===== src/rtl/greedy_bin_packing_assigner_unit_macros.svh =====
// Assertion macros for the greedy bin packing assigner.
// No dependencies; included by the top level only.
`ifndef GREEDY_BIN_PACKING_ASSIGNER_UNIT_MACROS_SVH
`define GREEDY_BIN_PACKING_ASSIGNER_UNIT_MACROS_SVH

// Same-cycle implication.
`define GBPA_ASSERT_IMP(label, clk, rstn, ante, cons, msg) \
    label: assert property (@(posedge clk) disable iff (!rstn) (ante) |-> (cons)) \
        else $error(msg);

// Next-cycle implication.
`define GBPA_ASSERT_NXT(label, clk, rstn, ante, cons, msg) \
    label: assert property (@(posedge clk) disable iff (!rstn) (ante) |=> (cons)) \
        else $error(msg);

`endif


===== src/rtl/gbpa_pkg.sv =====
// Shared types and constants of the greedy bin packing assigner.
// No dependencies; imported by every module of the block but gbpa_ram.
package gbpa_pkg;

    localparam int ITEM_SIZE_WIDTH = 16;
    localparam int CFG_WIDTH       = 16;
    localparam int BIN_INDEX_WIDTH = 6;
    localparam int BINS_USED_WIDTH = 7;
    localparam int STATUS_WIDTH    = 2;

    localparam logic [31:0] CAP_RESET = 32'd6;

    localparam logic KIND_PLACE   = 1'b0;
    localparam logic KIND_RESTART = 1'b1;

    localparam logic [STATUS_WIDTH-1:0] STATUS_OK       = 2'd0;
    localparam logic [STATUS_WIDTH-1:0] STATUS_OVERSIZE = 2'd1;
    localparam logic [STATUS_WIDTH-1:0] STATUS_FULL     = 2'd2;

    typedef struct packed {
        logic                       kind;
        logic [ITEM_SIZE_WIDTH-1:0] item_size;
    } in_item_t;

    typedef struct packed {
        logic [BIN_INDEX_WIDTH-1:0] bin_index;
        logic                       opened_new;
        logic [BINS_USED_WIDTH-1:0] bins_used;
        logic [STATUS_WIDTH-1:0]    status;
    } res_item_t;

    typedef enum logic [2:0] {
        ST_IDLE,
        ST_EVAL,
        ST_NEWEST,
        ST_SCAN,
        ST_RESP
    } state_t;

    // Outcome of one placement, applied by the datapath.
    typedef enum logic [2:0] {
        ACT_NONE,
        ACT_FIT_NEWEST,
        ACT_FIT_SCAN,
        ACT_OPEN,
        ACT_OVERSIZE,
        ACT_FULL
    } act_t;

    // Address source of the capacity memory read.
    typedef enum logic [1:0] {
        RD_NEWEST,
        RD_FIRST,
        RD_NEXT
    } rd_mode_t;

    typedef struct packed {
        logic     load_item;
        logic     restart;
        rd_mode_t rd_mode;
        logic     scan_step;
        act_t     act;
        logic     out_load;
    } cmd_t;

    typedef struct packed {
        logic oversize;
        logic empty;
        logic full;
        logic single;
        logic fits;
        logic scan_last;
    } dp_stat_t;

endpackage


===== src/rtl/greedy_bin_packing_assigner_unit.sv =====
// Greedy bin packing assigner, top level. A restart goes straight to the result; an item
// is checked for oversize, then tried in the newest bin, then in the earlier bins in order,
// one memory read per bin, before a new bin is opened. The next item is taken in the cycle
// the result register loads, so no new item is taken while one is in progress.
// Reset (aresetn low, synchronous) closes all bins and sets capacity to 6; no clearing
// pass, unopened bins are never read.
`include "greedy_bin_packing_assigner_unit_macros.svh"

module greedy_bin_packing_assigner_unit
    import gbpa_pkg::*;
#(
    parameter int MAX_BINS   = 64,
    parameter int SIZE_WIDTH = 16
) (
    input  logic                 aclk,
    input  logic                 aresetn,
    // capacity register write
    input  logic                 cfg_valid,
    output logic                 cfg_ready,
    input  logic [CFG_WIDTH-1:0] cfg_data,
    // item input
    input  logic                 s_valid,
    output logic                 s_ready,
    input  in_item_t             s_data,
    // result output
    output logic                 m_valid,
    input  logic                 m_ready,
    output res_item_t            m_data
);

    cmd_t     cmd;
    dp_stat_t stat;

    // Capacity writes land at once; the user must write only while idle (not enforced here).
    assign cfg_ready = 1'b1;

    // Sequencer: evaluate, probe newest bin, stream earlier bins, hand over result.
    gbpa_ctrl u_ctrl (
        .aclk   (aclk),
        .aresetn(aresetn),
        .s_valid(s_valid),
        .s_ready(s_ready),
        .s_kind (s_data.kind),
        .m_valid(m_valid),
        .m_ready(m_ready),
        .stat   (stat),
        .cmd    (cmd)
    );

    // Capacity memory, bin count and result registers.
    gbpa_dp #(
        .MAX_BINS  (MAX_BINS),
        .SIZE_WIDTH(SIZE_WIDTH)
    ) u_dp (
        .aclk     (aclk),
        .aresetn  (aresetn),
        .cfg_valid(cfg_valid && cfg_ready),
        .cfg_data (cfg_data),
        .in_data  (s_data),
        .cmd      (cmd),
        .stat     (stat),
        .m_data   (m_data)
    );

    // A placement occupies the block: no second transfer straight after it.
    `GBPA_ASSERT_NXT(a_place_busy, aclk, aresetn,
        s_valid && s_ready && (s_data.kind == KIND_PLACE), !s_ready,
        "input taken while a placement is in progress")

    // A pending result is never overwritten.
    `GBPA_ASSERT_IMP(a_no_overwrite, aclk, aresetn, cmd.out_load, !m_valid || m_ready,
        "result register loaded while holding an untaken result")

    // A newly opened bin is always the last one in use.
    `GBPA_ASSERT_IMP(a_open_is_last, aclk, aresetn, m_valid && m_data.opened_new,
        (m_data.status == STATUS_OK) &&
        (m_data.bin_index == 6'(m_data.bins_used - 7'd1)),
        "new bin index does not match bin count")

endmodule


===== src/rtl/gbpa_ram.sv =====
// Generic simple dual-port RAM: one write port, one registered read port.
// No dependencies.
module gbpa_ram #(
    parameter int WIDTH = 16,
    parameter int DEPTH = 64
) (
    input  logic                     aclk,
    input  logic                     wr_en,
    input  logic [$clog2(DEPTH)-1:0] wr_addr,
    input  logic [WIDTH-1:0]         wr_data,
    input  logic [$clog2(DEPTH)-1:0] rd_addr,
    output logic [WIDTH-1:0]         rd_data
);

    logic [WIDTH-1:0] mem [DEPTH];
    logic [WIDTH-1:0] rd_data_reg;

    always_ff @(posedge aclk) begin
        if (wr_en) begin
            mem[wr_addr] <= wr_data;
        end
        rd_data_reg <= mem[rd_addr];
    end

    assign rd_data = rd_data_reg;

endmodule


===== src/rtl/gbpa_ctrl.sv =====
// Controller of the greedy bin packing assigner: sequencing FSM and output valid.
// Depends on gbpa_pkg.
module gbpa_ctrl
    import gbpa_pkg::*;
(
    input  logic     aclk,
    input  logic     aresetn,
    input  logic     s_valid,
    output logic     s_ready,
    input  logic     s_kind,
    output logic     m_valid,
    input  logic     m_ready,
    input  dp_stat_t stat,
    output cmd_t     cmd
);

    state_t state_reg, state_next;
    logic   m_valid_reg, m_valid_next;
    logic   out_free;
    logic   accept;

    assign out_free = !m_valid_reg || m_ready;
    assign accept   = s_valid && s_ready;

    // Command decode
    always_comb begin
        cmd     = '0;
        cmd.rd_mode = RD_NEWEST;
        cmd.act     = ACT_NONE;
        s_ready     = 1'b0;
        unique case (state_reg)
            ST_IDLE: begin
                s_ready = 1'b1;
            end
            ST_EVAL: begin
                if (stat.oversize) begin
                    cmd.act = ACT_OVERSIZE;
                end else if (stat.empty) begin
                    cmd.act = ACT_OPEN;
                end
            end
            ST_NEWEST: begin
                cmd.rd_mode = RD_FIRST;
                if (stat.fits) begin
                    cmd.act = ACT_FIT_NEWEST;
                end else if (stat.single) begin
                    cmd.act = stat.full ? ACT_FULL : ACT_OPEN;
                end
            end
            ST_SCAN: begin
                cmd.rd_mode = RD_NEXT;
                if (stat.fits) begin
                    cmd.act = ACT_FIT_SCAN;
                end else if (stat.scan_last) begin
                    cmd.act = stat.full ? ACT_FULL : ACT_OPEN;
                end else begin
                    cmd.scan_step = 1'b1;
                end
            end
            ST_RESP: begin
                cmd.out_load = out_free;
                s_ready      = out_free;
            end
            default: begin
                s_ready = 1'b0;
            end
        endcase
        cmd.load_item = accept && (s_kind == KIND_PLACE);
        cmd.restart   = accept && (s_kind == KIND_RESTART);
    end

    // Next state
    always_comb begin
        state_next = state_reg;
        unique case (state_reg)
            ST_IDLE: begin
                if (accept) begin
                    state_next = (s_kind == KIND_RESTART) ? ST_RESP : ST_EVAL;
                end
            end
            ST_EVAL: begin
                state_next = (cmd.act != ACT_NONE) ? ST_RESP : ST_NEWEST;
            end
            ST_NEWEST: begin
                state_next = (cmd.act != ACT_NONE) ? ST_RESP : ST_SCAN;
            end
            ST_SCAN: begin
                if (cmd.act != ACT_NONE) begin
                    state_next = ST_RESP;
                end
            end
            ST_RESP: begin
                if (out_free) begin
                    if (accept) begin
                        state_next = (s_kind == KIND_RESTART) ? ST_RESP : ST_EVAL;
                    end else begin
                        state_next = ST_IDLE;
                    end
                end
            end
            default: begin
                state_next = ST_IDLE;
            end
        endcase
    end

    always_comb begin
        m_valid_next = cmd.out_load ? 1'b1 : (m_ready ? 1'b0 : m_valid_reg);
    end

    always_ff @(posedge aclk) begin
        if (!aresetn) begin
            state_reg   <= ST_IDLE;
            m_valid_reg <= 1'b0;
        end else begin
            state_reg   <= state_next;
            m_valid_reg <= m_valid_next;
        end
    end

    assign m_valid = m_valid_reg;

endmodule


===== src/rtl/gbpa_dp.sv =====
// Datapath of the greedy bin packing assigner: capacity memory, bin count,
// capacity register, compare/subtract and result registers.
// Depends on gbpa_pkg and gbpa_ram.
module gbpa_dp
    import gbpa_pkg::*;
#(
    parameter int MAX_BINS   = 64,
    parameter int SIZE_WIDTH = 16
) (
    input  logic                 aclk,
    input  logic                 aresetn,
    input  logic                 cfg_valid,
    input  logic [CFG_WIDTH-1:0] cfg_data,
    input  in_item_t             in_data,
    input  cmd_t                 cmd,
    output dp_stat_t             stat,
    output res_item_t            m_data
);

    localparam int AW = $clog2(MAX_BINS);
    localparam int CW = $clog2(MAX_BINS + 1);

    logic [SIZE_WIDTH-1:0] cap_reg, cap_next;
    logic [SIZE_WIDTH-1:0] size_reg, size_next;
    logic [CW-1:0]         count_reg, count_next;
    logic [AW-1:0]         chk_reg, chk_next;

    logic [AW-1:0]           res_idx_reg, res_idx_next;
    logic                    res_opened_reg, res_opened_next;
    logic [STATUS_WIDTH-1:0] res_status_reg, res_status_next;
    res_item_t               m_data_reg, m_data_next;

    logic [31:0]           cfg_wide, item_wide, idx_wide, count_wide;
    logic [CW-1:0]         count_m1;
    logic [AW-1:0]         newest;
    logic                  wr_en;
    logic [AW-1:0]         wr_addr, rd_addr;
    logic [SIZE_WIDTH-1:0] wr_data, rd_data;

    assign cfg_wide  = 32'(cfg_data);
    assign item_wide = 32'(in_data.item_size);
    assign count_m1  = count_reg - CW'(1);
    assign newest    = count_m1[AW-1:0];

    gbpa_ram #(
        .WIDTH(SIZE_WIDTH),
        .DEPTH(MAX_BINS)
    ) u_cap_ram (
        .aclk   (aclk),
        .wr_en  (wr_en),
        .wr_addr(wr_addr),
        .wr_data(wr_data),
        .rd_addr(rd_addr),
        .rd_data(rd_data)
    );

    always_comb begin
        unique case (cmd.rd_mode)
            RD_NEWEST: rd_addr = newest;
            RD_FIRST:  rd_addr = '0;
            RD_NEXT:   rd_addr = chk_reg + AW'(1);
            default:   rd_addr = newest;
        endcase
    end

    always_comb begin
        stat.oversize  = size_reg > cap_reg;
        stat.empty     = count_reg == '0;
        stat.full      = count_reg == CW'(MAX_BINS);
        stat.single    = count_reg == CW'(1);
        stat.fits      = size_reg <= rd_data;
        stat.scan_last = ({1'b0, chk_reg} + (AW + 1)'(1)) == {1'b0, newest};
    end

    always_comb begin
        cap_next        = cfg_valid ? cfg_wide[SIZE_WIDTH-1:0] : cap_reg;
        size_next       = cmd.load_item ? item_wide[SIZE_WIDTH-1:0] : size_reg;
        count_next      = count_reg;
        chk_next        = chk_reg;
        res_idx_next    = res_idx_reg;
        res_opened_next = res_opened_reg;
        res_status_next = res_status_reg;
        wr_en           = 1'b0;
        wr_addr         = newest;
        wr_data         = rd_data - size_reg;

        if (cmd.rd_mode == RD_FIRST) begin
            chk_next = '0;
        end else if (cmd.scan_step) begin
            chk_next = chk_reg + AW'(1);
        end

        unique case (cmd.act)
            ACT_NONE: begin
            end
            ACT_FIT_NEWEST: begin
                wr_en           = 1'b1;
                res_idx_next    = newest;
                res_opened_next = 1'b0;
                res_status_next = STATUS_OK;
            end
            ACT_FIT_SCAN: begin
                wr_en           = 1'b1;
                wr_addr         = chk_reg;
                res_idx_next    = chk_reg;
                res_opened_next = 1'b0;
                res_status_next = STATUS_OK;
            end
            ACT_OPEN: begin
                wr_en           = 1'b1;
                wr_addr         = count_reg[AW-1:0];
                wr_data         = cap_reg - size_reg;
                count_next      = count_reg + CW'(1);
                res_idx_next    = count_reg[AW-1:0];
                res_opened_next = 1'b1;
                res_status_next = STATUS_OK;
            end
            ACT_OVERSIZE: begin
                res_idx_next    = '0;
                res_opened_next = 1'b0;
                res_status_next = STATUS_OVERSIZE;
            end
            ACT_FULL: begin
                res_idx_next    = '0;
                res_opened_next = 1'b0;
                res_status_next = STATUS_FULL;
            end
            default: begin
            end
        endcase

        if (cmd.restart) begin
            count_next      = '0;
            res_idx_next    = '0;
            res_opened_next = 1'b0;
            res_status_next = STATUS_OK;
        end
    end

    // Result register; bins_used is the count after the step.
    assign idx_wide   = 32'(res_idx_reg);
    assign count_wide = 32'(count_reg);

    always_comb begin
        m_data_next = m_data_reg;
        if (cmd.out_load) begin
            m_data_next.bin_index  = idx_wide[BIN_INDEX_WIDTH-1:0];
            m_data_next.opened_new = res_opened_reg;
            m_data_next.bins_used  = count_wide[BINS_USED_WIDTH-1:0];
            m_data_next.status     = res_status_reg;
        end
    end

    always_ff @(posedge aclk) begin
        if (!aresetn) begin
            cap_reg   <= CAP_RESET[SIZE_WIDTH-1:0];
            count_reg <= '0;
        end else begin
            cap_reg   <= cap_next;
            count_reg <= count_next;
        end
    end

    always_ff @(posedge aclk) begin
        size_reg       <= size_next;
        chk_reg        <= chk_next;
        res_idx_reg    <= res_idx_next;
        res_opened_reg <= res_opened_next;
        res_status_reg <= res_status_next;
        m_data_reg     <= m_data_next;
    end

    assign m_data = m_data_reg;

endmodule

===== config.mk =====
export PLATFORM = sky130hd
export DESIGN_NAME = greedy_bin_packing_assigner_unit
export DESIGN_NICKNAME = d
export VERILOG_FILES = /design/src/rtl/gbpa_pkg.sv /design/src/rtl/greedy_bin_packing_assigner_unit.sv /design/src/rtl/gbpa_ram.sv /design/src/rtl/gbpa_ctrl.sv /design/src/rtl/gbpa_dp.sv
export VERILOG_INCLUDE_DIRS = /design/src /design/src/rtl
export SDC_FILE = /design/constraint.sdc
export NUM_CORES = 1
export LEC_CHECK = 0
export BUFFER_PORTS_ARGS = -buffer_cell sky130_fd_sc_hd__buf_2
export CAP_MARGIN = 20
export CORE_MARGIN = 5
export CORE_UTILIZATION = 57
export DETAILED_ROUTE_END_ITERATION = 10
export PLACE_DENSITY_LB_ADDON = 0.3
export SLEW_MARGIN = 25
export SYNTH_ARGS = -nofsm -noshare
export SYNTH_HDL_FRONTEND = slang
export SYNTH_SLANG_ARGS = --single-unit

===== constraint.sdc =====
create_clock -name aclk -period 6.75 [get_ports aclk]
set_clock_uncertainty 0.05 [all_clocks]
set_input_delay 0.3375 -clock aclk [delete_from_list [all_inputs] [get_ports aclk]]
set_output_delay 0.3375 -clock aclk [all_outputs]
set_load 0.03 [all_outputs]

==> impl_metrics.json <==
{
  "worst_pin_slew_ns": 1.04,
  "layout_setup_ws_ns": 0.874,
  "whs_ns": 0.0447,
  "cts_hold_buffers": 37,
  "first_pass_iters": 6,
  "fin_nets": 3880,
  "cts_resized": 0,
  "netlist_area_sq_um": 46700,
  "start_kind": "flip-flop",
  "final_core_util_pct": 64.7,
  "combPwrFrac_pct": 19.9,
  "netlist.area_leader.share_pct": 67.9,
  "fin_crit_ns": 5.88,
  "synth_flop_cell": "edfxtp_1",
  "netlist_instances": 3743,
  "final-max-slew-violation-count": 0,
  "cts_max_level": 3,
  "path_cells": "inv_1 > ha_1 > nor3b_1 > xnor2_1 > xnor2_1 > a2111o_1 > or4_4 > a41oi_4 > buf_4 > a21oi_2 > a21o_4 > nor4_2 > buf_4",
  "cts_buffers": 105,
  "clock_path_buffers": 3,
  "post_dp_cell_area_sq_um": 49000,
  "fin_cells": 4959,
  "setup_tns_ns": 0,
  "max_stage_delay_ns": 0.78,
  "path_buf_inv": 3,
  "dp_cells": 4720,
  "fin_crit_sh_pct": 87.1,
  "synth_warnings": 0,
  "max_freq_ghz": 0.170,
  "avgRoutedWirePerCell_um": 24.5,
  "clock-root-buffer": "clkbuf_16",
  "critPathTopFamily": "simple AND/OR/NAND/NOR gates",
  "p_int_mw": 13.1,
  "clk_pin_slew_ns": 0.06,
  "seqPwrFrac_pct": 48.9,
  "drc_errors": 0,
  "hold_class": "in2reg",
  "cts_setup_buffers": 0,
  "die_h_um": 296,
  "synth.distinct_cells": 73,
  "antenna_found_initial": 1,
  "worst-setup-path-type": "reg2reg",
  "rsz0062_at_grt": "no",
  "yosys_register_bits": 1114,
  "regMostFlops": "u_dp.u_cap_ram.mem",
  "coreArea_sq_um": 81700,
  "design_area_sq_um": 52900,
  "gr-total-overflow": 0,
  "yosysSeqAreaShare_pct": 70.3,
  "p_leak_nw": 18.4,
  "insertion_delay_ns": 0.66,
  "cap_violations": 0,
  "syn_nets": 3823,
  "diodes": 0,
  "slew_headroom_pct": 30.7,
  "async_flop_share_pct": 0,
  "slowest_stage": "nor4_2",
  "synth_area_per_cell_sq_um": 12.5,
  "io_buffers": 55,
  "powerDensity_nw_per_um2": 353,
  "vias": 31100,
  "gp_congestion": 0.932,
  "peakVddDrop_mv": 0.421,
  "start_util_pct": 57.2,
  "synth_top_area_cell": "edfxtp_1",
  "cp_max_fo": 32,
  "synth.area.top_cells": "edfxtp_1 68%, nand2_1 8.6%, a311oi_1 3.6%, nand3_1 2.9%, dfxtp_1 2.5%",
  "largest_reg_flops": 1024,
  "drt_iter0_drc": 3971,
  "row_count": 105,
  "p_clk_share_pct": 31.2,
  "power_switching_share_pct": 29.7,
  "area.growth.synth_to_final_pct": 13.1,
  "cts_tree": "yes",
  "critPathRequiredTime_ns": 7.05,
  "place_ws_ns": 0.988,
  "switching_power_mw": 5.53,
  "ant_nets": 0,
  "setup_viol_count_final": 0,
  "synth-edff-count": 1056,
  "die-area_sq_um": 87800,
  "worstPathArrival_ns": 6.18,
  "viasPerCell": 6.28,
  "power.total_mw": 18.6,
  "hpwl_um": 69400,
  "grt_max_degree": 158,
  "status": "completed",
  "r2r_slack_ns": 0.87,
  "clkSinkCount": 1114,
  "grt_pass1_vias": 29400,
  "hold_viol": 0,
  "drive_gt1_share_pct": 11.5,
  "gr-usage-all-layers_pct": 27.1,
  "worst_setup_path_end_kind": "flip-flop",
  "die_w_um": 296,
  "routed_wl_um": 121000,
  "ios": 57,
  "grt_pass1_wl_um": 181000
}
placed cells by master, fill, tap and decap left out, types with 56 or more instances in the layout:
cell type / count
nand2_1: 1068
edfxtp_1: 1056
and3_1: 141
clkbuf_16: 108
nor4_2: 56
a31oi_1: 67
dfxtp_1: 58
buf_4: 110
a21oi_1: 108
nand3_1: 274
a311oi_1: 192
synthesized netlist by cell type, types with 3 or more instances:
master,n
a211o_1,3
a211oi_1,55
a21boi_0,4
a21o_1,9
a21oi_1,115
a311oi_1,192
a311oi_2,6
a31o_2,3
a31oi_1,68
and2_1,10
and3_1,141
and4_1,4
buf_1,20
buf_2,5
buf_4,6
buf_6,11
clkbuf_1,226
dfxtp_1,58
edfxtp_1,1056
ha_1,40
inv_1,40
mux2i_1,24
nand2_1,1069
nand2b_1,10
nand3_1,274
nand4_1,11
nor2_1,34
nor2b_1,23
nor3_1,10
nor3b_1,4
nor4_1,64
nor4_2,8
o2111ai_1,4
o211ai_1,6
o21a_1,6
o21ai_0,25
o31ai_1,7
or2_2,3
or3_1,13
xnor2_1,28
xor2_1,9
path summary, 6_finish.rpt:
path,from,endpoint,depth (start not counted)
hold reg to reg,u_dp.res_idx_reg[4]$_SDFFE_PP0P_,u_dp.m_data[14]$_DFFE_PP_,0
hold / removal,aresetn,u_ctrl.state_reg[2]$_SDFFE_PN0P_,2
setup reg to reg,u_dp.count_reg[0]$_SDFFE_PP0P_,u_dp.u_cap_ram.mem[33][12]$_DFFE_PP_,13
setup / recovery,u_dp.count_reg[0]$_SDFFE_PP0P_,u_dp.u_cap_ram.mem[33][12]$_DFFE_PP_,13
worst reg2reg max path, cell delays in order, from the launching register on:
cell and delay (ns):
dfxtp_1 0.70, inv_1 0.23, ha_1 0.30, nor3b_1 0.18, xnor2_1 0.61, xnor2_1 0.15
a2111o_1 0.42, or4_4 0.46, a41oi_4 0.49, buf_4 0.36, a21oi_2 0.09, a21o_4 0.41
nor4_2 0.80, buf_4 0.32
routing by layer:
layer	wire length, um	vias up	track usage, %
met3	11400	209	3.70
met5	0	-	0
met1	48400	15200	39.0
li1	-	14100	-
met4	4140	0	9.40
met2	57300	1698	43.4
cells by family (layout without fill, tap and decap cells):
group / after synthesis / in the layout / share of synthesized area [%]
compound gates: 522 / 522 / 8.22
mux: 28 / 28 / 0.624
simple gates: 1690 / 1690 / 16.2
buf+inv: 308 / 454 / 2.71
xor+xnor: 38 / 38 / 0.742
flops: 1114 / 1114 / 70.3
fa+ha+maj: 42 / 42 / 1.16
other cells: 1 / 1 / 0.00802
layout make-up:
class                   instances  area (sq um)
flip-flops and latches       1114         32900
fillers                      5739         28900
multi-input cells            2321         13300
clock buffers                 132          2800
repair buffers                218          1780
well taps                    1070          1340
clock inverters                64           589
inverters                      40           150
power by group through the flow:
stage,logic [mW],clock network (mW),registers (mW)
finish,3.71,5.81,9.12
global route,3.90,6.15,9.12
CTS,3.67,5.85,9.12
detailed placement,3.64,0,9.26
global placement,3.58,0,9.26
floorplan,1.71,0,9.42
(Power assumes the default switching activity.)
